--- src/sv/scd_pkg.sv ---
package scd_pkg;

  localparam int SAMPLE_BITS = 24;
  localparam int NCH         = 8;
  localparam int CNT_W       = 4;
  localparam int CFG_IDX_W   = 4;
  localparam int COEF_W      = 32;
  localparam int SIDE_W      = SAMPLE_BITS + 2;
  localparam int PM_W        = SAMPLE_BITS + COEF_W;
  localparam int PS_W        = SIDE_W + COEF_W;
  localparam int ACC_W       = PS_W + 1;
  localparam int SHIFT_STEREO = 30;
  localparam int SHIFT_MONO   = 31;
  localparam int STAGES       = 4;
  localparam int FLIGHT_W     = $clog2(STAGES + 1);

  // register indexes on the configuration port
  localparam logic [CFG_IDX_W-1:0] REG_IN_COUNT  = CFG_IDX_W'(0);
  localparam logic [CFG_IDX_W-1:0] REG_OUT_COUNT = CFG_IDX_W'(1);

  localparam logic [CNT_W-1:0] CNT_MONO   = CNT_W'(1);
  localparam logic [CNT_W-1:0] CNT_STEREO = CNT_W'(2);
  localparam logic [CNT_W-1:0] CNT_5_1    = CNT_W'(6);
  localparam logic [CNT_W-1:0] CNT_7_1    = CNT_W'(8);
  localparam logic [CNT_W-1:0] CNT_RESET  = CNT_W'(2);

  // Q30 mixing coefficients
  localparam logic signed [COEF_W-1:0] COEF_UNITY = 32'sd1073741824;
  localparam logic signed [COEF_W-1:0] N6_MAIN    = 32'sd444758426;
  localparam logic signed [COEF_W-1:0] N6_SIDE    = 32'sd314491699;
  localparam logic signed [COEF_W-1:0] N8_MAIN    = 32'sd344002444;
  localparam logic signed [COEF_W-1:0] N8_SIDE    = 32'sd243246460;

  localparam logic signed [ACC_W-1:0] BIAS_STEREO = ACC_W'(64'sd536870912);
  localparam logic signed [ACC_W-1:0] BIAS_MONO   = ACC_W'(64'sd1073741824);

  localparam logic signed [SAMPLE_BITS-1:0] SAMPLE_MAX = {1'b0, {(SAMPLE_BITS-1){1'b1}}};
  localparam logic signed [SAMPLE_BITS-1:0] SAMPLE_MIN = {1'b1, {(SAMPLE_BITS-1){1'b0}}};

  typedef logic signed [SAMPLE_BITS-1:0] sample_t;
  typedef logic [NCH-1:0][SAMPLE_BITS-1:0] frame_t;

  typedef enum logic [1:0] {
    MODE_ZERO,
    MODE_PASS,
    MODE_AVG,
    MODE_DMX
  } mode_t;

  typedef struct packed {
    logic dmx;
    logic mono;
    logic last;
  } ctrl_t;

endpackage

--- src/sv/scd_accum.sv ---
module scd_accum (
  input  logic                                  clk,
  input  logic                                  rst,
  input  logic                                  in_valid,
  output logic                                  in_ready,
  input  scd_pkg::ctrl_t                        in_ctrl,
  input  scd_pkg::frame_t                       in_direct,
  input  logic signed [scd_pkg::PM_W-1:0]       prod_ml,
  input  logic signed [scd_pkg::PM_W-1:0]       prod_mr,
  input  logic signed [scd_pkg::PS_W-1:0]       prod_sl,
  input  logic signed [scd_pkg::PS_W-1:0]       prod_sr,
  output logic                                  out_valid,
  input  logic                                  out_ready,
  output scd_pkg::ctrl_t                        out_ctrl,
  output scd_pkg::frame_t                       out_direct,
  output logic signed [scd_pkg::ACC_W-1:0]      acc_l,
  output logic signed [scd_pkg::ACC_W-1:0]      acc_r
);

  logic signed [scd_pkg::ACC_W-1:0] bias_l;
  logic signed [scd_pkg::ACC_W-1:0] bias_r;
  logic signed [scd_pkg::ACC_W-1:0] acc_l_next;
  logic signed [scd_pkg::ACC_W-1:0] acc_r_next;

  assign in_ready = !out_valid || out_ready;

  // mono folds its whole rounding offset into the left sum
  assign bias_l = in_ctrl.mono ? scd_pkg::BIAS_MONO : scd_pkg::BIAS_STEREO;
  assign bias_r = in_ctrl.mono ? '0 : scd_pkg::BIAS_STEREO;

  assign acc_l_next = scd_pkg::ACC_W'(prod_ml) + scd_pkg::ACC_W'(prod_sl) + bias_l;
  assign acc_r_next = scd_pkg::ACC_W'(prod_mr) + scd_pkg::ACC_W'(prod_sr) + bias_r;

  always_ff @(posedge clk) begin
    if (rst) begin
      out_valid <= 1'b0;
    end else if (in_ready) begin
      out_valid <= in_valid;
    end
  end

  always_ff @(posedge clk) begin
    if (in_valid && in_ready) begin
      out_ctrl   <= in_ctrl;
      out_direct <= in_direct;
      acc_l      <= acc_l_next;
      acc_r      <= acc_r_next;
    end
  end

endmodule

--- config.mk ---
export PLATFORM = sky130hd
export DESIGN_NAME = scd_accum
export DESIGN_NICKNAME = d
export VERILOG_FILES = /design/src/sv/scd_pkg.sv /design/src/sv/scd_accum.sv
export SDC_FILE = /design/constraint.sdc
export NUM_CORES = 1
export LEC_CHECK = 0
export BUFFER_PORTS_ARGS = -buffer_cell sky130_fd_sc_hd__buf_2
export CAP_MARGIN = 20
export CORE_AREA = 2 2 291 293
export DETAILED_ROUTE_END_ITERATION = 10
export DIE_AREA = 0 0 293 295
export SLEW_MARGIN = 20
export SYNTH_ARGS = -nofsm -noshare
export SYNTH_HDL_FRONTEND = slang
export SYNTH_SLANG_ARGS = --single-unit
--- constraint.sdc ---
create_clock -name clk -period 18.19 [get_ports clk]
set_input_delay 1.819 -clock clk [delete_from_list [all_inputs] [get_ports clk]]
set_output_delay 1.819 -clock clk [all_outputs]
set_load 0.05 [all_outputs]
[After elaboration in Yosys (flattened, before gate mapping)]
Cells that the tools add are included.
Word-level totals
  RAM bits: 0
  logic and storage cells: 23
  output and inout port bits: 315
  bits in read-only memories: 0
  latch bits: 0
  memories: 0
  register bits after elaboration: 314
Cells by class
  reduce and logical (&&, ||, !) cells: 3
  bitwise operators: 0
  $lt $le $gt $ge: 0
  mux-type cells: 2
  shift-type cells: 0
  add/sub/neg operators: 4
  $mul: 0
  div/mod/pow operators: 0
  equality and inequality tests: 0
Operators with widths (number)
  56-bit by 58-bit adder with 59-bit output: 2
  59-bit by 31-bit adder with 59-bit output: 1
  59-bit by 32-bit adder with 59-bit output: 1
  31-bit 2-to-1 mux: 1
  30-bit 2-to-1 mux: 1
  1-bit logical AND: 1
  1-bit logical NOT: 1
  1-bit logical OR: 1

[Depth between registers and ports, before layout]
  depth after elaboration: 3
  gate-level depth with buffers: 14
  gate-level depth less buffers: 14

[Worst setup path after synthesis]
Ideal clock, no wire load.
  kind: input to register
  start point: input out_ready
  end point: register acc_l[0] (netlist name) (enable)
  data required time: 17.477 ns
  setup slack: 8.048 ns
  cell stages on the path: 2
  setup time: 0.713 ns
  arrival time: 9.429 ns
  path through: nand2b_1 and2_1
On the way
  longest elaborated chain between the ends: 2
Ends and longest elaborated chain
  from (decl): RTL line scd_accum.sv:13  | input logic out_ready,
  1-bit logical OR: RTL line scd_accum.sv:25  | assign in_ready = !out_valid || out_ready;
  1-bit logical AND: RTL line scd_accum.sv:43  | if (in_valid && in_ready) begin
  to (signal assigned): RTL line scd_accum.sv:46  | acc_l <= acc_l_next;
  to (decl): RTL line scd_accum.sv:16  | output logic signed [scd_pkg::ACC_W-1:0] acc_l,
No other way between the ends.
A chain may end at the register's enable or synchronous reset.

[Worst setup path after layout]
  start point: input in_ctrl[1] (netlist name)
  end point: register acc_l[54] (netlist name), data pin
On the way
  longest elaborated chain between the ends: 2
Ends and longest elaborated chain
  from (decl): RTL line scd_accum.sv:6  | input scd_pkg::ctrl_t in_ctrl,
  31-bit 2-to-1 mux: RTL line scd_accum.sv:28  | assign bias_l = in_ctrl.mono ? scd_pkg::BIAS_MONO : scd_pkg::BIAS_STEREO;
  59-bit by 32-bit adder with 59-bit output: RTL line scd_accum.sv:31  | assign acc_l_next = scd_pkg::ACC_W'(prod_ml) + scd_pkg::ACC_W'(prod_sl) + bias_l;
  named net acc_l_next, one bit: RTL line scd_accum.sv:22  | logic signed [scd_pkg::ACC_W-1:0] acc_l_next;
The timed path passes the listed nets, and every way through them passes these cells.

==> results_dict.tcl <==
set metrics [dict create \
    cts_buffer_depth 3 \
    via_count 14100 \
    die_h_microns 295 \
    crit_required_ns 18.48 \
    wl_mm 60.5 \
    seq_power_share 0.370 \
    fin_util 0.284 \
    grt_overflow 0 \
    cts.sinks 314 \
    final-hold-violation-count 0 \
    dp.cells 3161 \
    maxSlewHeadroom 0.286 \
    whs_path_depth 2 \
    synthAdderAreaFrac 0.170 \
    post-route-min-period_ns 5.08 \
    clock_power_share 0.320 \
    place_area_sq_um 22300 \
    viasPerCell 4.36 \
    worstMarginPinSlew_ns 1.07 \
    wl_per_cell_microns 18.7 \
    place_hpwl_mm 49.9 \
    synth_xor_area_frac 0.0547 \
    seq_area_sq_um 9420 \
    drt_iter0_drc 709 \
    gr-usage-met2 0.225 \
    cp-end-kind "register" \
    clock_latency_ns 0.55 \
    crit_start "in_ctrl[1]" \
    finalPower_uw 2480 \
    cts_buffers 41 \
    syn_area_per_cell_sq_um 12.7 \
    start_util 0.208 \
    synth_cell_types 65 \
    fin_area_sq_um 23600 \
    cts_setup_buffers 0 \
    grt_pass1_wl_mm 86.0 \
    yosysTopAreaCellShare 0.544 \
    rows 106 \
    areaGrowthSynthToFinish_pct 36.6 \
    finalSetupTns_ns 0 \
    die_x_microns 293 \
    clockRootBuffer "clkbuf_16" \
    cts_resized 0 \
    hold_path_class "register to register" \
    netSwitchingPower_uw 885 \
    grt_util_met1 0.157 \
    fin_crit_sh 0.279 \
    netlist_area_sq_um 17300 \
    synth_edf_count 313 \
    design.portCount 742 \
    rsz0062_at_grt "no" \
    synth_area_leaders "edfxtp_1 (54%), ha_1 (16%), a21oi_1 (3.8%), xnor2_1 (3.5%), a21o_1 (2.8%)" \
    hold_end "out_valid" \
    path_clk_slew_ns 0.06 \
    worstHoldStart "out_valid" \
    leakage_uw 0.0106 \
    gr-usage-met3 0.0360 \
    nFillCells 8682 \
    status "finished, final reports clean" \
    drv_cap 0 \
    ys_ff_latch 314 \
    grt-busiest-layer "met2" \
    drive_above_1_share 0.385 \
    dr.pass1.iters 5 \
    finClkSkew_ns 0.0235 \
    p_int_uw 1600 \
    synthArstFlopShare 0 \
    nets 2783 \
    drv_slew 0 \
    r2r_slack_ns 14.85 \
    muxShareOfSynthArea 0 \
    antenna_found_initial 13 \
    final_cells 3242 \
    setup_viol 0 \
    r2r_start "out_valid" \
    cts_tree "done" \
    fmax_mhz 197 \
    grt_pass1_vias 14000 \
    io_buffers 741 \
    synth-simple-area-share 0.0749 \
    gp_congestion 0.855 \
    synthCells 1362 \
    synth_top_family_by_area "adder cells" \
    p_sw_frac 0.357 \
    multiInputGateArea_sq_um 7630 \
    most-common-layout-cells "buf_2 (741), edfxtp_1 (313), ha_1 (227), a21oi_1 (130), nand2_1 (83)" \
    path_class "primary input to register" \
    powerDensity_nw_per_um2 105 \
    synth_top_cell_by_area "edfxtp_1" \
    seq_area_frac_synth 0.545 \
    synth_nets 2021 \
    grt_start_max_net_pins 83 \
    h-tree-depth 2 \
    synth-compound-area-share 0.142 \
    final_common_cell "buf_2" \
    cts_hold_buf 0 \
    drc 0 \
    timing.rr.end "out_direct[76]" \
    grt_usage 0.131 \
    core_sq_um 83200 \
    yosys_warnings 0 \
    critPathMaxFanout 7 \
    reg2reg_depth 4 \
    startpoint_type "primary input" \
    comb_power_share 0.310 \
    worstPathArrival_ns 5.37 \
    ys.flop_type "edfxtp_1" \
    ir_drop_v 0.0000601 \
    detail-route-antenna-nets 0 \
    die_area_sq_um 86400 \
]
[kinds of logic (layout without fill, tap and decap cells)]
family          Yosys count  in the layout
buf+inv                  62            854
flops                   314            314
compound gates          376            376
simple gates            270            270
fa+ha+maj               232            232
xor+xnor                108            108
other cells               0              8
[power by group through the flow]
stage	combinational (uW)	sequential (uW)	clock (uW)
after floorplan	291	1180	0
after global placement	771	932	0
after detailed placement	771	933	0
after CTS	775	919	820
after global routing	828	924	845
final	770	918	793
[synthesized netlist by cell type, types with 23 or more instances]
cell type  count
clkbuf_1      23
xnor2_1       69
ha_1         227
o21bai_1      24
inv_1         35
edfxtp_1     313
nand2_1       83
nand4_1       27
nor2_1        63
xor2_1        39
a21oi_1      130
o21ai_0       62
a21o_1        65
[routing by layer]
metal | wire (microns) | vias to the layer above
li1 | - | 6769
met1 | 24000 | 6673
met2 | 29600 | 594
met3 | 5010 | 82
met4 | 1820 | 4
met5 | 17 | -
[per-stage QoR]
stage,hold WS [ns],worst slack (ns)
3_3_place_gp,0.604,12.65
3_5_place_dp,0.618,12.56
2_1_floorplan,1.11,8.05
6_report,0.630,13.11
4_1_cts,0.624,13.17
5_1_grt,0.678,12.84
[flip-flops by register name, summed over array words and instances, names as in the netlist]
register / count
out_ctrl: 3
out_valid: 1
out_direct: 192
acc_r: 59
acc_l: 59
[critical path, stage by stage]
cell and delay (ns):
buf_2 0.12, inv_1 0.09, fa_1 0.58, ha_1 0.44
a21o_1 0.22, o21bai_1 0.16, a31oi_1 0.41, o21ai_0 0.18
a221oi_1 0.27, o21ai_1 0.22, a41oi_1 0.47, o21bai_1 0.13
a21oi_1 0.18, xnor2_1 0.08
[final cells by class]
| cell class | count | area share |
|---|---|---|
| clock inverters | 23 | 0.00859 |
| flip-flops and latches | 314 | 0.399 |
| inverters | 35 | 0.00557 |
| repair buffers | 746 | 0.159 |
| well taps | 1080 | 0.0572 |
| multi-input cells | 986 | 0.323 |
| clock buffers | 50 | 0.0467 |
| diodes | 8 | 0.000848 |
[how the worst max path moves through the flow]
stage                     end  cells after the start
finish              acc_l[54]                     14
global route        acc_l[54]                     14
CTS                 acc_l[54]                     14
detailed placement  acc_l[54]                     14
global placement    acc_l[54]                     14
floorplan            acc_l[0]                      2
Note: power is estimated with default switching activity, not from simulation.
