`config.mk`:
```
export PLATFORM = sky130hd
export DESIGN_NAME = scd_round
export DESIGN_NICKNAME = d
export VERILOG_FILES = /design/src/sv/scd_pkg.sv /design/src/sv/scd_round.sv
export SDC_FILE = /design/constraint.sdc
export NUM_CORES = 1
export LEC_CHECK = 0
export BUFFER_PORTS_ARGS = -buffer_cell sky130_fd_sc_hd__buf_2
export CORE_AREA = 2 2 199 201
export DETAILED_ROUTE_END_ITERATION = 12
export DIE_AREA = 0 0 201 203
export SYNTH_ARGS = -nofsm -noshare
export SYNTH_HDL_FRONTEND = slang
export SYNTH_SLANG_ARGS = --single-unit
```
`constraint.sdc`:
```
create_clock -name clk -period 9.37 [get_ports clk]
set_input_delay 0 -clock clk [delete_from_list [all_inputs] [get_ports clk]]
set_output_delay 0 -clock clk [all_outputs]
set_load 0.1 [all_outputs]
```
`src/sv/scd_pkg.sv`:
```
package scd_pkg;

  localparam int SAMPLE_BITS = 24;
  localparam int NCH         = 8;
  localparam int CNT_W       = 4;
  localparam int CFG_IDX_W   = 4;
  localparam int COEF_W      = 32;
  localparam int SIDE_W      = SAMPLE_BITS + 2;
  localparam int PM_W        = SAMPLE_BITS + COEF_W;
  localparam int PS_W        = SIDE_W + COEF_W;
  localparam int ACC_W       = PS_W + 1;
  localparam int SHIFT_STEREO = 30;
  localparam int SHIFT_MONO   = 31;
  localparam int STAGES       = 4;
  localparam int FLIGHT_W     = $clog2(STAGES + 1);

  // register indexes on the configuration port
  localparam logic [CFG_IDX_W-1:0] REG_IN_COUNT  = CFG_IDX_W'(0);
  localparam logic [CFG_IDX_W-1:0] REG_OUT_COUNT = CFG_IDX_W'(1);

  localparam logic [CNT_W-1:0] CNT_MONO   = CNT_W'(1);
  localparam logic [CNT_W-1:0] CNT_STEREO = CNT_W'(2);
  localparam logic [CNT_W-1:0] CNT_5_1    = CNT_W'(6);
  localparam logic [CNT_W-1:0] CNT_7_1    = CNT_W'(8);
  localparam logic [CNT_W-1:0] CNT_RESET  = CNT_W'(2);

  // Q30 mixing coefficients
  localparam logic signed [COEF_W-1:0] COEF_UNITY = 32'sd1073741824;
  localparam logic signed [COEF_W-1:0] N6_MAIN    = 32'sd444758426;
  localparam logic signed [COEF_W-1:0] N6_SIDE    = 32'sd314491699;
  localparam logic signed [COEF_W-1:0] N8_MAIN    = 32'sd344002444;
  localparam logic signed [COEF_W-1:0] N8_SIDE    = 32'sd243246460;

  localparam logic signed [ACC_W-1:0] BIAS_STEREO = ACC_W'(64'sd536870912);
  localparam logic signed [ACC_W-1:0] BIAS_MONO   = ACC_W'(64'sd1073741824);

  localparam logic signed [SAMPLE_BITS-1:0] SAMPLE_MAX = {1'b0, {(SAMPLE_BITS-1){1'b1}}};
  localparam logic signed [SAMPLE_BITS-1:0] SAMPLE_MIN = {1'b1, {(SAMPLE_BITS-1){1'b0}}};

  typedef logic signed [SAMPLE_BITS-1:0] sample_t;
  typedef logic [NCH-1:0][SAMPLE_BITS-1:0] frame_t;

  typedef enum logic [1:0] {
    MODE_ZERO,
    MODE_PASS,
    MODE_AVG,
    MODE_DMX
  } mode_t;

  typedef struct packed {
    logic dmx;
    logic mono;
    logic last;
  } ctrl_t;

endpackage

```
`src/sv/scd_round.sv`:
```
module scd_round (
  input  logic                                  clk,
  input  logic                                  rst,
  input  logic                                  in_valid,
  output logic                                  in_ready,
  input  scd_pkg::ctrl_t                        in_ctrl,
  input  scd_pkg::frame_t                       in_direct,
  input  logic signed [scd_pkg::ACC_W-1:0]      acc_l,
  input  logic signed [scd_pkg::ACC_W-1:0]      acc_r,
  output logic                                  out_valid,
  input  logic                                  out_ready,
  output scd_pkg::frame_t                       out_frame,
  output logic                                  out_last
);

  logic signed [scd_pkg::ACC_W:0]   sum_m;
  logic signed [scd_pkg::ACC_W:0]   shl;
  logic signed [scd_pkg::ACC_W:0]   shr;
  logic signed [scd_pkg::ACC_W:0]   shm;
  scd_pkg::frame_t                  frame_next;

  function automatic scd_pkg::sample_t sat(input logic signed [scd_pkg::ACC_W:0] v);
    scd_pkg::sample_t r;
    if (v > scd_pkg::SAMPLE_MAX) r = scd_pkg::SAMPLE_MAX;
    else if (v < scd_pkg::SAMPLE_MIN) r = scd_pkg::SAMPLE_MIN;
    else r = v[scd_pkg::SAMPLE_BITS-1:0];
    return r;
  endfunction

  assign in_ready = !out_valid || out_ready;

  always_comb begin
    sum_m = (scd_pkg::ACC_W+1)'(acc_l) + (scd_pkg::ACC_W+1)'(acc_r);
    shl   = (scd_pkg::ACC_W+1)'(acc_l) >>> scd_pkg::SHIFT_STEREO;
    shr   = (scd_pkg::ACC_W+1)'(acc_r) >>> scd_pkg::SHIFT_STEREO;
    shm   = sum_m >>> scd_pkg::SHIFT_MONO;
    frame_next = in_direct;
    if (in_ctrl.dmx) begin
      if (in_ctrl.mono) begin
        frame_next[0] = sat(shm);
        frame_next[1] = '0;
      end else begin
        frame_next[0] = sat(shl);
        frame_next[1] = sat(shr);
      end
    end
  end

  always_ff @(posedge clk) begin
    if (rst) begin
      out_valid <= 1'b0;
    end else if (in_ready) begin
      out_valid <= in_valid;
    end
  end

  always_ff @(posedge clk) begin
    if (in_valid && in_ready) begin
      out_frame <= frame_next;
      out_last  <= in_ctrl.last;
    end
  end

endmodule
```
Word level (Yosys, flattened, before mapping):

Cells that the tools add are included.

* order comparisons: 6
* $add $sub $neg: 1
* reduce and logical (&&, ||, !) cells: 3
* mux-type cells: 8

Operators by type and width (number)
* $mux W24: 6
* $mux W48: 2
* $gt A29 B24 Y1 const B: 3
* $lt A29 B24 Y1 const B: 3
* $add A59 B59 Y60: 1
* $logic_and A1 B1 Y1: 1
* $logic_not A1 Y1: 1
* $logic_or A1 B1 Y1: 1

* register bits after elaboration: 194
* input bits: 317
* output and inout port bits: 195

Depth between registers and ports, before layout:

Gate-level depths: netlist of run 1.

* depth in word-level cells: 6
* gate-level depth with buffers: 14

Least setup slack after synthesis of run 1:

Ideal clock, no wire load.

* kind: reg-to-reg
* from: reg out_valid
* to: reg out_frame[0] in the netlist's numbering (enable)
* path slack: 2729 ps
* arrival time: 6065 ps
* stages on the path, launching flop included: 3
* buffers on the path: 0
* path through: dfxtp_1 nand2b_1 and2_1

* cells in the longest elaborated chain, start to end: 3

Ends and longest elaborated chain
* from (decl): RTL line scd_round.sv:10 `output logic out_valid,`
* from (signal assigned): RTL line scd_round.sv:53 `out_valid <= in_valid;`
* $logic_not A1 Y1: RTL line scd_round.sv:30 `assign in_ready = !out_valid || out_ready;`
* $logic_or A1 B1 Y1: RTL line scd_round.sv:30
* named net in_ready: RTL line scd_round.sv:5 `output logic in_ready,`
* $logic_and A1 B1 Y1: RTL line scd_round.sv:58 `if (in_valid && in_ready) begin`
* to (signal assigned): RTL line scd_round.sv:59 `out_frame <= frame_next;`
* to (decl): RTL line scd_round.sv:12 `output scd_pkg::frame_t out_frame,`

The timed path passes the listed nets, and every way through them passes these cells.
A chain may end at the register's enable or synchronous reset.

==> results of run 1 <==
## Yosys cell counts, drive strengths merged (3+ instances only)
cell	count
nand2b	8
clkbuf	26
nor2b	4
a21o	13
a31oi	8
buf	6
and2	3
nand4	24
o211ai	4
a221oi	26
xor2	18
o21bai	11
o41ai	4
xnor2	11
nor4	4
nor3	12
o21ai	50
ha	58
nor2	90
o22ai	25
a21oi	99
inv	38
a21boi	4
nand3	15
nand2	90
edfxtp	193
## stage by stage
stage          setup WS [ns]  hold slack [ns]  cell area [um^2]  total power [mW]
6_report                5.38           0.0316             16000              2.74
4_1_cts                 5.39          0.00587             15900              2.76
5_1_grt                 4.95           0.0258             15900              2.85
2_1_floorplan           2.73           0.0691             10000              1.71
3_3_place_gp            5.45            0.157             13200              1.93
3_5_place_dp            5.40            0.158             13200              1.93
## how the worst max path moves through the flow
stage | endpoint | startpoint
floorplan | out_frame[0] | out_valid
global placement | out_frame[3] | acc_l[50]
detailed placement | out_frame[3] | acc_l[50]
CTS | out_frame[3] | acc_r[31]
global route | out_frame[3] | acc_r[31]
finish | out_frame[3] | acc_r[31]
## power groups by stage
stage / Sequential, mW / Clock [mW] / Combinational (mW)
detailed placement: 1.06 / 0 / 0.877
finish: 1.04 / 0.745 / 0.960
global route: 1.04 / 0.795 / 1.01
global placement: 1.06 / 0 / 0.875
CTS: 1.04 / 0.764 / 0.960
floorplan: 1.46 / 0 / 0.248
## registers in the layout, indices dropped and copies added (netlist names)
register	flops
out_frame	192
out_last	1
out_valid	1
## cells in the final DEF, fill, tap and decap left out, drive strengths merged, types with 8 or more instances in the layout
master	count
a21o	13
a21oi	99
a221oi	26
a31oi	8
buf	520
clkbuf	17
clkinv	8
diode	9
dlygate4sd3	216
edfxtp	193
ha	58
inv	44
nand2	90
nand2b	8
nand3	15
nand4	24
nor2	90
nor3	12
o21ai	50
o21bai	11
o22ai	25
xnor2	11
xor2	18
## per-layer routing
metal,track usage,part of all wire,up-vias
met5,0.0167,0.0012,-
met3,0.0522,0.061,86
met4,0.119,0.050,8
li1,-,-,4808
met2,0.393,0.49,444
met1,0.269,0.40,5006
## cell families (layout without fill, tap and decap cells)
group / Yosys count / in the layout / synth area share
AOI/OAI and AO/OA: 264 / 264 / 0.177
xor gates and xnor gates: 29 / 29 / 0.0254
adders and majority gates: 58 / 58 / 0.0724
buffers and inverters: 70 / 806 / 0.0280
DFF: 194 / 194 / 0.580
other: 0 / 9 / 0
and+or+nand+nor: 261 / 261 / 0.117
## final cells by class
type                    count  area, um^2
fillers                  3783       22500
multi-input cells         612        3940
clock buffers              17         425
repair buffers            736        4790
diodes                      9        22.5
inverters                  38         143
flip-flops and latches    194        5820
clock inverters            15         180
well taps                 518         648
## worst register-to-register path, stage by stage (launching register included)
cell      delay [ns]
dfxtp_1         0.32
nand2b_1        0.10
and2_4          0.75
buf_4           0.93
==> flow_summary.ini, run 1 <==
[sta]
final-setup-viol-count = 0
rsz0062_at_grt = no
drv_slew = 0
finalHoldViolations = 0
fin_worst_skew_ns = 0.0149
fin_crit_sh = 0.426
worst_pin_slew_ns = 0.988
max-slew-margin-rel = 0.341
timing.fmax_mhz = 251
setup_tns_ns = 0
min_period_ns = 3.99

[global_route]
grt_overflow = 0
grt_pass1_wl_um = 68900
grt_pass1_vias = 10500
grt_start_max_net_pins = 77
grt_antenna_before_repair = 12
grt_util_all_layers = 0.230

[cts]
cts_resized = 0
clk_path_buf_depth = 2
cts_made_buffers = 17
clock_sinks = 194
clockRootBuffer = clkbuf_16
h-tree-depth = 4
clkSlewWorstSetupHoldPaths_ns = 0.09
clk_latency_ns = 0.45
cts.hold.buffers_added = 216
post-cts-setup-buffers = 0
cts_tree = yes

[power]
pwr-share-seq = 0.379
p_switching_mw = 1.10
leakage_nw = 6.88
p_int_mw = 1.64
power_frac_comb = 0.350
peakVddDrop_mv = 0.125
power.density_nw_per_um2 = 172
clockPowerShare = 0.271
sw_frac_of_total = 0.403

[worst_hold_path]
whs_path_depth = 3
hold_end = out_frame[38]
hp-start = acc_r[44]
hp-class = input pin to flip-flop

[floorplan]
die_w_um = 201
die_h_um = 203
coreArea_um2 = 38500
initial_core_util = 0.260
row_count = 72
pin_count = 512
die-area_um2 = 40800

[yosys]
synth.net_count = 1251
async_flop_share = 0
netlist-cell-type-count = 57
synth.area.top_cells = edfxtp_1 (58%), ha_1 (7.2%), a21oi_1 (4.9%)
syn_avg_cell_area_um2 = 11.4
yosysWarnings = 0
syn_area_um2 = 10000
synthDominantAreaCellType = edfxtp_1
synth_cells = 876
ys_ff_latch = 194
ys_seq_area_frac = 0.580
synth_top_area_share = 0.578
synth_ff_type = edfxtp_1
synth-edff-count = 193

[worst_setup_path]
crit_buf_inv = 3
cp.required_ns = 9.63
path_depth = 15
cpLargestDelayFamily = compound AO/OA/AOI/OAI gates
arrival_ns = 4.25
ff2ff_path_depth = 3
cpMaxStageDelayCell = o41ai_4
timing.rr.start = out_valid
r2r_slack_ns = 6.86
critPathCaptureType = flip-flop
timing.rr.end = out_frame[58]
path_cells = dlygate4sd3_1, buf_2, ha_1, nand4_1, nor4_1, a21oi_1, o211ai_1, nand3_1, a31oi_1, o21ai_1, xor2_1, o41ai_4, buf_4, nand2_1, a221oi_1
crit_path_max_incr_delay_ns = 0.71
setup.worst_path.class = input pin to flip-flop
cp-start-kind = input pin
crit_fanout = 13

[layout]
area_growth_pct = 59.3
nNetsFinal = 1974
drive_gt1_frac = 0.360
final_cells = 2139
final_core_util = 0.415

[place]
dp.cells = 1882
gp_congestion = 0.901
place_hpwl_um = 37900
portBuffers = 511

[drt]
detail-route-antenna-nets = 0
drt_iter0_markers = 675
post_drt_wl_per_cell_um = 22.5
firstDrtPassIters = 5
via_per_inst = 4.84
wl_um = 48200
routed-via-count = 10400
drc_errors = 0

[job]
drv_cap = 0

[status]
outcome = complete, no violations
Power figures use the tool's default switching activity.
==> run 2: changes to the inputs <==
- CORE_AREA: 2 2 199 201 -> 2 2 202 204
- DIE_AREA: 0 0 201 203 -> 0 0 204 206
- clock period: 9.37 -> 3.8 ns (I/O delays scaled with it)
==> run 2 against run 1 <==
Worst hold slack worse by 0.023 ns. Final cell count up 1.1%. Register-to-register slack worse by 4.9 ns. Sequential cell count unchanged. Routed wire length fell by 1.1%. Utilization decreased by 1.3 points. Non-clock buffer count up 10. Critical path depth down 1. Die area rose by 3.0%. Setup slack worse by 5.2 ns. Clock power rose by 150%.
==> flow_summary.ini, run 2 (synthesis results as in run 1) <==
[worst_setup_path]
crit_buf_inv = 3
critPathCaptureType = flip-flop
cp.required_ns = 4.06
arrival_ns = 3.91
setup.worst_path.class = input pin to flip-flop
crit_fanout = 23
path_depth = 14
timing.rr.end = out_frame[79]
timing.rr.start = out_valid
cp-start-kind = input pin
path_cells = dlygate4sd3_1, buf_2, ha_2, nand4_2, or4_1, or3_1, o32a_1, o2111ai_1, a21oi_1, xor2_1, o41ai_4, buf_12, nand2_1, a221oi_2
ff2ff_path_depth = 3
crit_end = out_frame[3]
cpMaxStageDelayCell = dlygate4sd3_1
cpLargestDelayFamily = compound AO/OA/AOI/OAI gates
critPathLaunch = acc_r[51]
crit_path_max_incr_delay_ns = 0.56
r2r_slack_ns = 1.96

[layout]
largestRegisters = out_frame: 192 flops, out_last: 1 flops, out_valid: 1 flops
final_cell_mix = buf_2 (511), dlygate4sd3_1 (218), edfxtp_1 (193)
nNetsFinal = 1984
largest_register_ffs = 192
fillers = 3928
final_common_cell = buf_2
top_register = out_frame
drive_gt1_frac = 0.365
area_growth_pct = 61.0

[drt]
detail-route-antenna-nets = 0
routed-via-count = 10300
firstDrtPassIters = 5
post_drt_wl_per_cell_um = 22.1
drc_errors = 0
drt_iter0_markers = 777
wl_um = 47700
via_per_inst = 4.78

[sta]
setup_tns_ns = 0
drv_slew = 0
timing.fmax_mhz = 275
final-setup-viol-count = 0
finalHoldViolations = 0
worst_pin_slew_ns = 1.34
min_period_ns = 3.64
timing.hold.ws_ns = 0.00899
fin_worst_skew_ns = 0.00854
fin_crit_sh = 0.958
max-slew-margin-rel = 0.104

[job]
drv_cap = 0

[global_route]
grt_util_met1 = 0.249
grt.busiest_layer = met2
grt_util_all_layers = 0.215
grt_antenna_before_repair = 15
grt_overflow = 0
met2_usage = 0.376
grt_pass1_vias = 10000
grt_use_met3 = 0.0476
grt_pass1_wl_um = 65400
grt_start_max_net_pins = 104

[place]
portBuffers = 511
gp_congestion = 0.873
place_hpwl_um = 37600

[cts]
cts_made_buffers = 17
h-tree-depth = 4
clk_latency_ns = 0.45
clkSlewWorstSetupHoldPaths_ns = 0.09
clockRootBuffer = clkbuf_16
clock_sinks = 194
cts_tree = yes
clk_path_buf_depth = 2

[floorplan]
coreArea_um2 = 40200
die_h_um = 206
row_count = 74
pin_count = 512
die_w_um = 204
initial_core_util = 0.249
die-area_um2 = 42000

[power]
power.density_nw_per_um2 = 422
leakage_nw = 6.95
peakVddDrop_mv = 0.312

[status]
outcome = complete, no violations

[worst_hold_path]
hp-class = input pin to flip-flop
==> run 2: final cells by class <==
class                      count  area, um^2  area share
clock buffer                  17         425      0.0264
multi-input combinational    612        3960       0.246
clock inverter                15         181      0.0112
antenna                        8        20.0     0.00124
inverter                      38         143     0.00884
tap                          532         666      0.0413
sequential                   194        5820       0.361
timing repair buffer         746        4920       0.305
==> run 2: power breakdown <==
part	internal [mW]	total (mW)	switching [mW]	leakage, nW
Clock	0.896	1.85	0.958	0.293
Sequential	2.52	2.56	0.0367	1.88
Combinational	0.648	2.40	1.75	4.79
==> run 2: worst min-delay path by stage <==
stage / start / endpoint / slack, ns / cells past startpoint
final: in_ctrl[1] / out_frame[47] / 0.009 / 2
after CTS: in_ctrl[1] / out_frame[47] / 0.01 / 2
after floorplan: rst / out_valid / 0.07 / 1
after global routing: acc_l[58] / out_frame[23] / 0.04 / 3
after global placement: rst / out_valid / 0.16 / 2
after detailed placement: rst / out_valid / 0.16 / 2
==> run 2: per-stage QoR <==
step / setup WS [ns] / util / total power [mW] / cell area, um^2 / std cells
5_1_grt: -0.000843 / 0.401 / 7.06 / 16100 / 2155
2_1_floorplan: 0.284 / - / 4.19 / 10000 / 876
3_5_place_dp: 0.101 / 0.331 / 4.79 / 13300 / 1903
4_1_cts: 0.181 / 0.400 / 6.85 / 16100 / 2153
6_report: 0.159 / 0.401 / 6.81 / 16100 / 2162
3_3_place_gp: 0.222 / 0.331 / 4.78 / 13300 / 1903
==> run 2: what timing repair did <==
action | CTS | global route
setup buffers | 0 | 1
gates resized for setup | 0 | 4
hold endpoints to repair | 194 | 0
hold buffers | 218 | 0
endpoints found under the setup margin | 0 | 2
==> run 2: metal layers <==
metal	wire length (um)	vias to the layer above
met5	115	-
met4	2150	16
met3	3360	94
met2	23500	473
met1	18600	4929
li1	-	4824
