File: src/sv/scd_pkg.sv
package scd_pkg;

  localparam int SAMPLE_BITS = 24;
  localparam int NCH         = 8;
  localparam int CNT_W       = 4;
  localparam int CFG_IDX_W   = 4;
  localparam int COEF_W      = 32;
  localparam int SIDE_W      = SAMPLE_BITS + 2;
  localparam int PM_W        = SAMPLE_BITS + COEF_W;
  localparam int PS_W        = SIDE_W + COEF_W;
  localparam int ACC_W       = PS_W + 1;
  localparam int SHIFT_STEREO = 30;
  localparam int SHIFT_MONO   = 31;
  localparam int STAGES       = 4;
  localparam int FLIGHT_W     = $clog2(STAGES + 1);

  // register indexes on the configuration port
  localparam logic [CFG_IDX_W-1:0] REG_IN_COUNT  = CFG_IDX_W'(0);
  localparam logic [CFG_IDX_W-1:0] REG_OUT_COUNT = CFG_IDX_W'(1);

  localparam logic [CNT_W-1:0] CNT_MONO   = CNT_W'(1);
  localparam logic [CNT_W-1:0] CNT_STEREO = CNT_W'(2);
  localparam logic [CNT_W-1:0] CNT_5_1    = CNT_W'(6);
  localparam logic [CNT_W-1:0] CNT_7_1    = CNT_W'(8);
  localparam logic [CNT_W-1:0] CNT_RESET  = CNT_W'(2);

  // Q30 mixing coefficients
  localparam logic signed [COEF_W-1:0] COEF_UNITY = 32'sd1073741824;
  localparam logic signed [COEF_W-1:0] N6_MAIN    = 32'sd444758426;
  localparam logic signed [COEF_W-1:0] N6_SIDE    = 32'sd314491699;
  localparam logic signed [COEF_W-1:0] N8_MAIN    = 32'sd344002444;
  localparam logic signed [COEF_W-1:0] N8_SIDE    = 32'sd243246460;

  localparam logic signed [ACC_W-1:0] BIAS_STEREO = ACC_W'(64'sd536870912);
  localparam logic signed [ACC_W-1:0] BIAS_MONO   = ACC_W'(64'sd1073741824);

  localparam logic signed [SAMPLE_BITS-1:0] SAMPLE_MAX = {1'b0, {(SAMPLE_BITS-1){1'b1}}};
  localparam logic signed [SAMPLE_BITS-1:0] SAMPLE_MIN = {1'b1, {(SAMPLE_BITS-1){1'b0}}};

  typedef logic signed [SAMPLE_BITS-1:0] sample_t;
  typedef logic [NCH-1:0][SAMPLE_BITS-1:0] frame_t;

  typedef enum logic [1:0] {
    MODE_ZERO,
    MODE_PASS,
    MODE_AVG,
    MODE_DMX
  } mode_t;

  typedef struct packed {
    logic dmx;
    logic mono;
    logic last;
  } ctrl_t;

endpackage

File: src/sv/scd_decode.sv
module scd_decode (
  input  logic                                  clk,
  input  logic                                  rst,
  input  logic                                  in_valid,
  output logic                                  in_ready,
  input  scd_pkg::frame_t                       in_frame,
  input  logic                                  in_last,
  input  logic [scd_pkg::CNT_W-1:0]             in_count,
  input  logic [scd_pkg::CNT_W-1:0]             out_count,
  output logic                                  out_valid,
  input  logic                                  out_ready,
  output scd_pkg::ctrl_t                        ctrl,
  output scd_pkg::frame_t                       direct,
  output scd_pkg::sample_t                      main_l,
  output scd_pkg::sample_t                      main_r,
  output logic signed [scd_pkg::SIDE_W-1:0]     side_l,
  output logic signed [scd_pkg::SIDE_W-1:0]     side_r,
  output logic signed [scd_pkg::COEF_W-1:0]     coef_main,
  output logic signed [scd_pkg::COEF_W-1:0]     coef_side
);

  scd_pkg::mode_t                          mode;
  scd_pkg::frame_t                         direct_next;
  logic signed [scd_pkg::SIDE_W-1:0]       side_l_next;
  logic signed [scd_pkg::SIDE_W-1:0]       side_r_next;
  logic signed [scd_pkg::COEF_W-1:0]       coef_main_next;
  logic signed [scd_pkg::COEF_W-1:0]       coef_side_next;
  logic signed [scd_pkg::SAMPLE_BITS:0]    avg_l;
  logic signed [scd_pkg::SAMPLE_BITS:0]    avg_r;
  logic                                    stereo_in;
  logic                                    stereo_out;

  assign in_ready = !out_valid || out_ready;

  always_comb begin
    stereo_in  = (in_count == scd_pkg::CNT_STEREO) || (in_count == scd_pkg::CNT_5_1) ||
                 (in_count == scd_pkg::CNT_7_1);
    stereo_out = (out_count == scd_pkg::CNT_MONO) || (out_count == scd_pkg::CNT_STEREO);
    if (in_count == out_count) begin
      mode = scd_pkg::MODE_PASS;
    end else if (in_count == scd_pkg::CNT_7_1 && out_count == scd_pkg::CNT_5_1) begin
      mode = scd_pkg::MODE_AVG;
    end else if (stereo_in && stereo_out) begin
      mode = scd_pkg::MODE_DMX;
    end else begin
      mode = scd_pkg::MODE_ZERO;
    end
  end

  // rear pair averages for 7.1 into 5.1, rounding half up
  always_comb begin
    avg_l = $signed({in_frame[4][scd_pkg::SAMPLE_BITS-1], in_frame[4]}) +
            $signed({in_frame[6][scd_pkg::SAMPLE_BITS-1], in_frame[6]}) +
            (scd_pkg::SAMPLE_BITS+1)'(1);
    avg_r = $signed({in_frame[5][scd_pkg::SAMPLE_BITS-1], in_frame[5]}) +
            $signed({in_frame[7][scd_pkg::SAMPLE_BITS-1], in_frame[7]}) +
            (scd_pkg::SAMPLE_BITS+1)'(1);
  end

  always_comb begin
    for (int i = 0; i < scd_pkg::NCH; i++) begin
      direct_next[i] = '0;
      case (mode)
        scd_pkg::MODE_PASS: begin
          if (scd_pkg::CNT_W'(i) < in_count) direct_next[i] = in_frame[i];
        end
        scd_pkg::MODE_AVG: begin
          if (i < 4) direct_next[i] = in_frame[i];
          else if (i == 4) direct_next[i] = avg_l[scd_pkg::SAMPLE_BITS:1];
          else if (i == 5) direct_next[i] = avg_r[scd_pkg::SAMPLE_BITS:1];
        end
        default: direct_next[i] = '0;
      endcase
    end
  end

  always_comb begin
    side_l_next = scd_pkg::SIDE_W'($signed(in_frame[2])) +
                  scd_pkg::SIDE_W'($signed(in_frame[4]));
    side_r_next = scd_pkg::SIDE_W'($signed(in_frame[2])) +
                  scd_pkg::SIDE_W'($signed(in_frame[5]));
    case (in_count)
      scd_pkg::CNT_5_1: begin
        coef_main_next = scd_pkg::N6_MAIN;
        coef_side_next = scd_pkg::N6_SIDE;
      end
      scd_pkg::CNT_7_1: begin
        coef_main_next = scd_pkg::N8_MAIN;
        coef_side_next = scd_pkg::N8_SIDE;
        side_l_next    = side_l_next + scd_pkg::SIDE_W'($signed(in_frame[6]));
        side_r_next    = side_r_next + scd_pkg::SIDE_W'($signed(in_frame[7]));
      end
      default: begin
        coef_main_next = scd_pkg::COEF_UNITY;
        coef_side_next = '0;
      end
    endcase
  end

  always_ff @(posedge clk) begin
    if (rst) begin
      out_valid <= 1'b0;
    end else if (in_ready) begin
      out_valid <= in_valid;
    end
  end

  always_ff @(posedge clk) begin
    if (in_valid && in_ready) begin
      ctrl.dmx  <= (mode == scd_pkg::MODE_DMX);
      ctrl.mono <= (out_count == scd_pkg::CNT_MONO);
      ctrl.last <= in_last;
      direct    <= direct_next;
      main_l    <= in_frame[0];
      main_r    <= in_frame[1];
      side_l    <= side_l_next;
      side_r    <= side_r_next;
      coef_main <= coef_main_next;
      coef_side <= coef_side_next;
    end
  end

endmodule

File: config.mk
export PLATFORM = sky130hd
export DESIGN_NAME = scd_decode
export DESIGN_NICKNAME = d
export VERILOG_FILES = /design/src/sv/scd_pkg.sv /design/src/sv/scd_decode.sv
export SDC_FILE = /design/constraint.sdc
export NUM_CORES = 1
export LEC_CHECK = 0
export BUFFER_PORTS_ARGS = -buffer_cell sky130_fd_sc_hd__buf_2
export CORE_MARGIN = 2
export CORE_UTILIZATION = 40
export DETAILED_ROUTE_END_ITERATION = 10
export HOLD_SLACK_MARGIN = 0.06
export SLEW_MARGIN = 20
export SYNTH_ARGS = -nofsm -noshare
export SYNTH_HDL_FRONTEND = slang
export SYNTH_SLANG_ARGS = --single-unit
File: constraint.sdc
create_clock -name clk -period 13.1 [get_ports clk]
set_input_delay 3.275 -clock clk [delete_from_list [all_inputs] [get_ports clk]]
set_output_delay 3.275 -clock clk [all_outputs]
set_load 0.005 [all_outputs]
## After elaboration in Yosys (flattened, before gate mapping)

Cells that the tools add are included.

| storage, ports and cells | value |
|---|---|
| bits in latches | 0 |
| flip-flop bits (word level) | 360 |
| ROM bits | 0 |
| memories kept | 0 |
| RAM bits | 0 |
| logic and storage cells | 73 |
| output and inout bits | 361 |
| bits of input ports | 205 |

| operators by class | value |
|---|---|
| magnitude comparators | 8 |
| $add $sub $neg | 8 |
| bitwise operators | 0 |
| equal/unequal tests | 10 |
| shift-type cells | 0 |
| reduce and logical (&&, ||, !) cells | 10 |
| multipliers | 0 |
| multiplexer cells | 19 |
| div/mod/pow operators | 0 |

Operators with widths:

| operator | count |
|---|---|
| $pmux W24 S2 | 6 |
| $mux W24 | 6 |
| $add A24 B24 Y25 | 4 |
| $pmux W31 S2 | 1 |
| $pmux W29 S2 | 1 |
| $add A25 B24 Y26 | 2 |
| $mux W26 | 2 |
| $add A25 B2 Y25 const B | 2 |
| $lt A3 B4 Y1 const A | 4 |
| $eq A4 B2 Y1 const B | 2 |
| $eq A4 B3 Y1 const B | 2 |
| $lt A1 B4 Y1 const A | 2 |
| $lt A2 B4 Y1 const A | 2 |
| $mux W2 | 3 |
| $eq A2 B2 Y1 const B | 2 |
| $eq A4 B1 Y1 const B | 1 |
| $eq A4 B4 Y1 | 1 |
| $eq A4 B4 Y1 const B | 1 |
| $logic_or A1 B1 Y1 | 4 |
| $reduce_and A2 Y1 | 2 |
| $logic_and A1 B1 Y1 | 3 |
| $eq A2 B1 Y1 const B | 1 |
| $logic_not A1 Y1 | 1 |

## Longest topological paths before layout

Gate-level depths: netlist (run 1).

| logic depth | value |
|---|---|
| depth after elaboration | 9 |
| mapped depth | 21 |
| mapped depth without buffers | 20 |

## Least setup slack after synthesis (run 1)

Ideal clock, no wire load.

| timing path | value |
|---|---|
| path type | input port to flip-flop |
| from | input out_ready |
| to | register coef_main[30] (netlist bit), enable pin |
| path buffers | 0 |
| required time | 12400 ps |
| stages on the path | 2 |
| arrival | 10227 ps |
| library setup time | 700 ps |
| slack | 2173 ps |
| cells stage by stage | nand2b_1 > and2_1 |

| between the ends | value |
|---|---|
| word-level cells in the longest chain between the ends | 2 |

Ends and longest elaborated chain:

| what | line | text |
|---|---|---|
| start, declared | scd_decode.sv:11 | `input logic out_ready,` |
| $logic_or A1 B1 Y1 | scd_decode.sv:33 | `assign in_ready = !out_valid \|\| out_ready;` |
| $logic_and A1 B1 Y1 | scd_decode.sv:109 | `if (in_valid && in_ready) begin` |
| end signal, assigned | scd_decode.sv:118 | `coef_main <= coef_main_next;` |
| end, declared | scd_decode.sv:18 | `output logic signed [scd_pkg::COEF_W-1:0] coef_main,` |

No other way between the ends.
A chain may end at the register's enable or synchronous reset.

## Worst setup path in the final report (run 1)

| timing path | value |
|---|---|
| from | input in_frame[49] (netlist bit) |
| to | register side_r[23] (netlist bit), data pin |

| between the ends | value |
|---|---|
| word-level cells in the longest chain between the ends | 3 |

Ends and longest elaborated chain:

| what | line | text |
|---|---|---|
| start, declared | scd_decode.sv:6 | `input scd_pkg::frame_t in_frame,` |
| $add A24 B24 Y25 (*) | scd_decode.sv:80 | `side_r_next = scd_pkg::SIDE_W'($signed(in_frame[2])) +` |
| $add A25 B24 Y26 | scd_decode.sv:91 | `side_r_next = side_r_next + scd_pkg::SIDE_W'($signed(in_frame[7]));` |
| $mux W26 (*) | scd_decode.sv:82 | `case (in_count)` |
| named net side_r_next, one bit | scd_decode.sv:25 | `logic signed [scd_pkg::SIDE_W-1:0] side_r_next;` |
| end signal, assigned | scd_decode.sv:117 | `side_r <= side_r_next;` |
| end, declared | scd_decode.sv:17 | `output logic signed [scd_pkg::SIDE_W-1:0] side_r,` |

Mark *: on every way through the listed nets, which the timed path passes. The rest lies on a longest branch.

==> reports/metrics.cfg, run 1 <==
[run_status]
status = completed

[detailed_routing]
drc_errors = 0
drt-total-wl_um = 57900
vias = 14700
dr.pass1.iters = 7
drt_iter0_markers = 1092
post_drt_wl_per_cell_um = 20.6
drt.antenna.violating_nets = 0
vias_per_cell = 5.24

[clocking]
clkTransAtPathRegs_ns = 0.06
hold_buffers = 0
cts_resized = 0
cts_tree = built
clockBufferDepth = 3
postCtsSetupRepairBufs = 0
clk_latency_ns = 0.54
clock-root-buffer = clkbuf_16
cts_made_buffers = 36
clock_sinks = 300
ctsHtreeMaxLevel = 2

[floorplanning]
die_h_um = 218
io-pin-count = 566
die-area_mm2 = 0.0476
die_x_um = 218
rows = 78
start_util_pct = 40.5
core_area_mm2 = 0.0453

[final_layout]
layout_common_cells = buf_2 (546), edfxtp_1 (299), ha_1 (148), nand2_1 (138), and2_1 (128)
layout_commonest_cell = buf_2
final_cell_count_no_fill = 2811
register_area_mm2 = 0.00900
nets = 2543
synthToLayoutAreaGrowth_pct = 22.9
fill_cells = 4198
multi_input_area_mm2 = 0.00866
drive_above_1_share_pct = 29.1

[critical_path]
arrival_ns = 8.11
cp_max_fo = 8
start_kind = primary input
worst-setup-path-type = primary input to flop
required_ns = 13.38
end_kind = flop

[global_routing]
grt_pass1_vias = 13800
grt-ovfl-total = 0
grt_max_degree = 169
antenna_found_initial = 11
grt_first_pass_wirelength_um = 83700
grt_usage_pct = 23.4

[synth]
synth_area_leader_cell = edfxtp_1
synthFlopType = edfxtp_1
syn_area_per_cell_um2 = 11.0
synth_cells = 1672
synth-async-reset-ratio_pct = 0
yosysSeqAreaShare_pct = 49.1
synth_area_leaders = edfxtp_1 (49%), ha_1 (10%), and2_1 (4.4%), xnor2_1 (3.7%), o21ai_0 (3.5%)
synth_edf_count = 299
synth_cell_type_count = 73
synth_top_area_share_pct = 49.0
yosys_warnings = 0
syn_area_mm2 = 0.0183
synth_seq_cells = 300

[sta]
tightest_slew_ns = 1.03
fmax_mhz = 128
period_share_pct = 59.7
skew_ns = 0.00973
hold_violations = 0
relSlewSlack_pct = 31.0
rsz0062_at_grt = false
fin_setup_tns_ns = 0
fin_crit_ns = 7.82
setup-violations-final = 0
drv_slew = 0

[min_path]
hold_path_class = flop to flop

[power_and_ir_drop]
p_seq_share_pct = 39.8
p_leak_nw = 9.98
power.share.combinational_pct = 26.9
p_int_w = 0.00205
power_switching_w = 0.000877
max-vdd-ir-drop_uv = 96.9
p_sw_share_pct = 30.0
clkPwrFrac_pct = 33.3
p_per_area_mw_per_mm2 = 130

[place]
numPlacedInstances = 2746
place.gp.congestion = 0.906
io_buffers = 546
post-dp-hpwl_um = 45500

[run]
drv_cap = 0

==> synthesized netlist by cell type (10+ instances only) <==
master	n
clkbuf_1	38
a31oi_1	17
nand4_1	10
a211oi_1	13
ha_1	148
o21bai_1	16
nand2b_1	17
and3_1	14
buf_4	60
a21oi_1	102
o21a_1	13
o21ai_0	127
xor2_1	50
mux2_2	10
nor2_1	78
nand2_1	138
inv_1	43
edfxtp_1	299
and2_1	129
nor2b_1	38
o211ai_1	11
nand3_1	24
a21o_1	66
nor3_1	19
xnor2_1	78
or3_1	10
==> critical path: stages <==
cell and delay (ns):
buf_2 0.19, inv_1 0.15, fa_1 0.48, nor2b_1 0.13, o21ai_1 0.13, a2111oi_1 0.80, o311a_1 0.30, nor2_1 0.08
o21ai_0 0.21, xnor2_1 0.17, ha_1 0.35, a21o_1 0.21, a21o_1 0.16, a21o_1 0.17, a21o_1 0.18, a2111oi_0 0.39
and3_1 0.20, nor3_1 0.08, xor2_1 0.15, mux2_2 0.28
==> metal layers <==
layer  global-route usage (%)  wire [um]  vias up
li1                         -          -     7095
met1                     28.5      23500     6996
met2                     40.9      28500      545
met3                     5.44       4100       93
met4                     7.51       1800       10
met5                        0         76        -
==> state kept, by name, indices dropped and copies added (netlist names), 3 cells and up <==
| name | cells |
|---|---|
| direct | 192 |
| side_l | 26 |
| side_r | 26 |
| main_l | 24 |
| main_r | 24 |
| coef_side | 3 |
| ctrl | 3 |
==> power by group through the flow <==
stage | Combinational, W | Sequential (W) | Clock (W)
detailed placement | 0.000784 | 0.00118 | 0
global route | 0.000876 | 0.00117 | 0.00103
CTS | 0.000789 | 0.00116 | 0.000997
floorplan | 0.000523 | 0.00121 | 0
finish | 0.000788 | 0.00116 | 0.000973
global placement | 0.000773 | 0.00118 | 0
==> metrics by stage <==
stage	hold WS, ns	util, %	setup slack [ns]	total power, W	instance area (um2)
global route	0.576	49.7	4.83	0.00308	22500
CTS	0.538	49.7	5.11	0.00295	22500
detailed placement	0.516	47.2	4.53	0.00197	21400
floorplan	0.522	-	2.17	0.00173	18400
finish	0.553	49.7	5.28	0.00292	22500
global placement	0.496	47.2	4.66	0.00195	21400
==> final cells by class <==
| class | instances | area share, % |
|---|---|---|
| antenna | 3 | 0.0333 |
| tap | 600 | 3.33 |
| inverter | 44 | 0.733 |
| clock inverter | 22 | 0.966 |
| multi-input combinational | 1247 | 38.4 |
| clock buffer | 40 | 4.07 |
| sequential | 300 | 39.9 |
| timing repair buffer | 555 | 12.5 |
==> path summary, 6_finish.rpt <==
| check | start | endpoint | slack (ns) | depth (start not counted) |
|---|---|---|---|---|
| worst min register to register | out_valid$_SDFFE_PP0N_ | out_valid$_SDFFE_PP0N_ | 0.55 | 2 |
| worst max register to register | out_valid$_SDFFE_PP0N_ | direct[143]$_DFFE_PP_ | 10.59 | 3 |
| worst min-delay path | out_valid$_SDFFE_PP0N_ | out_valid$_SDFFE_PP0N_ | 0.55 | 2 |
| worst max-delay path | in_frame[49] | side_r[23]$_DFFE_PP_ | 5.28 | 20 |
==> logic make-up (layout without fill, tap and decap cells) <==
family	after synthesis	in the layout	share of synthesized area, %
other	1	22	0.0205
and+or+nand+nor	496	496	13.8
muxes	13	13	0.778
xor gates and xnor gates	128	128	6.11
AOI/OAI and AO/OA	437	437	15.3
buffers and inverters	143	661	4.16
DFF	300	300	49.1
adders and majority gates	154	154	10.8
Power figures use the tool's default switching activity.
==> run 2: changes to the inputs <==
--- a/config.mk
+++ b/config.mk
@@ -5,11 +5,13 @@
 export SDC_FILE = /design/constraint.sdc
 export NUM_CORES = 1
 export LEC_CHECK = 0
+export ABC_AREA = 1
 export BUFFER_PORTS_ARGS = -buffer_cell sky130_fd_sc_hd__buf_2
 export CORE_MARGIN = 2
 export CORE_UTILIZATION = 40
 export DETAILED_ROUTE_END_ITERATION = 10
 export HOLD_SLACK_MARGIN = 0.06
+export PLACE_DENSITY = 0.66
 export SLEW_MARGIN = 20
 export SYNTH_ARGS = -nofsm -noshare
 export SYNTH_HDL_FRONTEND = slang
==> constraint.sdc (replaced) <==
create_clock -name clk -period 6.3 [get_ports clk]
set_input_delay 1.575 -clock clk [delete_from_list [all_inputs] [get_ports clk]]
set_output_delay 1.575 -clock clk [all_outputs]
set_load 0.005 [all_outputs]
==> run 2 against run 1 <==
Effect of this change:
- register-to-register slack worse by 6.3 ns
- clock-buffer cell count is 3 higher
- die area is 20% higher
- setup slack worse by 3.4 ns
- critical path type unchanged
- largest cell class is now multi-input gates
- largest power group unchanged
==> reports/metrics.cfg, run 2 <==
[detailed_routing]
drt.antenna.violating_nets = 0
post_drt_wl_per_cell_um = 20.1
drt-total-wl_um = 85300
dr.pass1.iters = 5
vias_per_cell = 5.05
vias = 21400
drt_iter0_markers = 1979
drc_errors = 0

[sta]
tightest_slew_ns = 1.03
period_share_pct = 70.7
fmax_mhz = 225
rsz0062_at_grt = false
drv_slew = 0
setup-violations-final = 0
layout_setup_ws_ns = 1.85
fin_crit_ns = 4.45
skew_ns = 0.0173
hold_violations = 0
whs_ns = 0.545
relSlewSlack_pct = 30.6

[final_layout]
drive_above_1_share_pct = 17.6
utilization_pct = 48.8
multi_input_area_mm2 = 0.0106
synthToLayoutAreaGrowth_pct = 20.2
nets = 3880
largest_register_ff_count = 192
register_area_mm2 = 0.00900
top_register = direct
layout_commonest_cell = nand2_1
fill_cells = 5457
top_regs = direct (192), side_l (26), side_r (26)
final_cell_count_no_fill = 4249
layout_common_cells = nand2_1 (1015), buf_2 (546), inv_1 (513), nor2_1 (306), edfxtp_1 (299)

[synth]
yosysSeqAreaShare_pct = 40.9
synth_area_leader_cell = edfxtp_1
synthFlopType = edfxtp_1
yosys_warnings = 0
synth.top_cells.by_count = nand2_1 (1015), inv_1 (515), nor2_1 (306)
synth-async-reset-ratio_pct = 0
synth_cell_type_count = 36
synth_area_leaders = edfxtp_1 (41%), nand2_1 (17%), inv_1 (8.8%), ha_1 (8.4%), nor2_1 (5.2%)
syn_area_mm2 = 0.0220
synth_top_area_share_pct = 40.8
synth_seq_cells = 300
synth_most_common_cell = nand2_1
syn_area_per_cell_um2 = 7.33
synth_cells = 3001
synth_edf_count = 299

[clocking]
clk_latency_ns = 0.57
hold_buffers = 0
postCtsSetupRepairBufs = 0
cts_tree = built
cts_resized = 0
clock-root-buffer = clkbuf_16
cts_made_buffers = 36
clockBufferDepth = 3
clock_sinks = 300
clkTransAtPathRegs_ns = 0.06
ctsHtreeMaxLevel = 2

[global_routing]
antenna_found_initial = 14
grt_usage_pct = 29.1
grt-ovfl-total = 0
grt_first_pass_wirelength_um = 122000
grt_pass1_vias = 19800
grt_max_degree = 110

[place]
pre_cts_slack_ns = 1.30
numPlacedInstances = 4179
post-dp-hpwl_um = 69900
io_buffers = 546
place.gp.congestion = 0.977

[critical_path]
arrival_ns = 4.75
cpMaxStageDelayCell = fa_1
worstPathCellList = buf_2, ha_1, inv_1, fa_1, inv_1, nand3_1, nand2_1, nand2_1, nand2_1, a21oi_1, xnor2_1, ha_1, nand2_1, nor2_1, nand2_1, inv_1, nand4_1, nand3_1, nand2_1, nand3_1, nand2_1
start_kind = primary input
crit_buf_inv = 4
crit_path_frequent_cell = nand2_1
cpPeakStageDelay_ns = 0.40
worst-setup-path-type = primary input to flop
end_kind = flop
required_ns = 6.60
cp_max_fo = 5
cpLargestDelayFamily = simple AND/OR/NAND/NOR gates

[min_path]
hold_path_class = flop to flop

[floorplanning]
die-area_mm2 = 0.0569
die_x_um = 239
io-pin-count = 566
core_area_mm2 = 0.0541
rows = 85
die_h_um = 239
start_util_pct = 40.6

[run_status]
status = completed

[run]
drv_cap = 0

[power_and_ir_drop]
p_leak_nw = 14.1
max-vdd-ir-drop_uv = 158
p_per_area_mw_per_mm2 = 249

[run 2: cell count changes after synthesis, sizes merged, moves of 18 or more]
cell,before,now
a21boi,6,24
a21o,66,1
a21oi,102,144
and2,129,30
clkbuf,39,16
inv,44,518
nand2,138,1016
nand3,24,181
nand4,10,46
nor2,78,306
nor2b,38,0
o21ai,131,71
xnor2,78,17
[run 2: metal layers]
layer	track usage [%]	part of all wire, %	wire length [um]
met1	38.7	43	36300
met2	48.0	46	39000
met3	4.53	7.9	6710
met4	10.9	3.8	3240
met5	0	0.012	10
[run 2: cell type report]
cell class              count  area share, %
clock inverters            22          0.975
diodes                      5         0.0473
well taps                 696           3.29
clock buffers              43           3.51
flip-flops and latches    300           34.0
inverters                 519           7.40
multi-input cells        2107           39.9
repair buffers            557           10.8
[run 2: worst min-delay path, delay by kind of cell, from the launching register on]
kind,cells,cell delay (ns)
AOI/OAI and AO/OA,1,0.07
DFF,1,0.34
and+or+nand+nor,1,0.09
[run 2: kinds of logic (layout without fill, tap and decap cells)]
kind of cell               after synthesis  after routing  synth area share (%)
DFF                                    300            300                  40.9
buffers and inverters                  612           1141                  11.6
other                                    1             24                0.0170
AOI/OAI and AO/OA                      257            257                  6.33
and+or+nand+nor                       1625           1625                  30.2
xor gates and xnor gates                52             52                  2.07
adders and majority gates              154            154                  8.96
[run 2: path summary, 6_finish.rpt]
kind                                              from  cells after the start                     end  slack, ns
worst min register to register  out_valid$_SDFFE_PP0N_                      2  out_valid$_SDFFE_PP0N_       0.55
worst max-delay path                      in_frame[48]                     21    side_l[20]$_DFFE_PP_       1.85
worst max register to register  out_valid$_SDFFE_PP0N_                      2     side_r[7]$_DFFE_PP_       4.25
worst min-delay path            out_valid$_SDFFE_PP0N_                      2  out_valid$_SDFFE_PP0N_       0.55
[run 2: power breakdown]
group | switching, W | leakage [nW] | internal (W) | total, W
combinational | 0.00134 | 10.6 | 0.000679 | 0.00202
clock | 0.000878 | 0.578 | 0.00126 | 0.00214
sequential | 0.0000531 | 2.95 | 0.00237 | 0.00243
total | 0.00227 | 14.1 | 0.00432 | 0.00659
[run 2: per-stage QoR]
stage               total power [W]  setup TNS, ns  cell area (um2)
finish                      0.00659              0            26400
global route                0.00696              0            26400
CTS                         0.00661              0            26400
detailed placement          0.00444              0            25200
global placement            0.00444              0            25200
floorplan                   0.00375        -187.27            22100
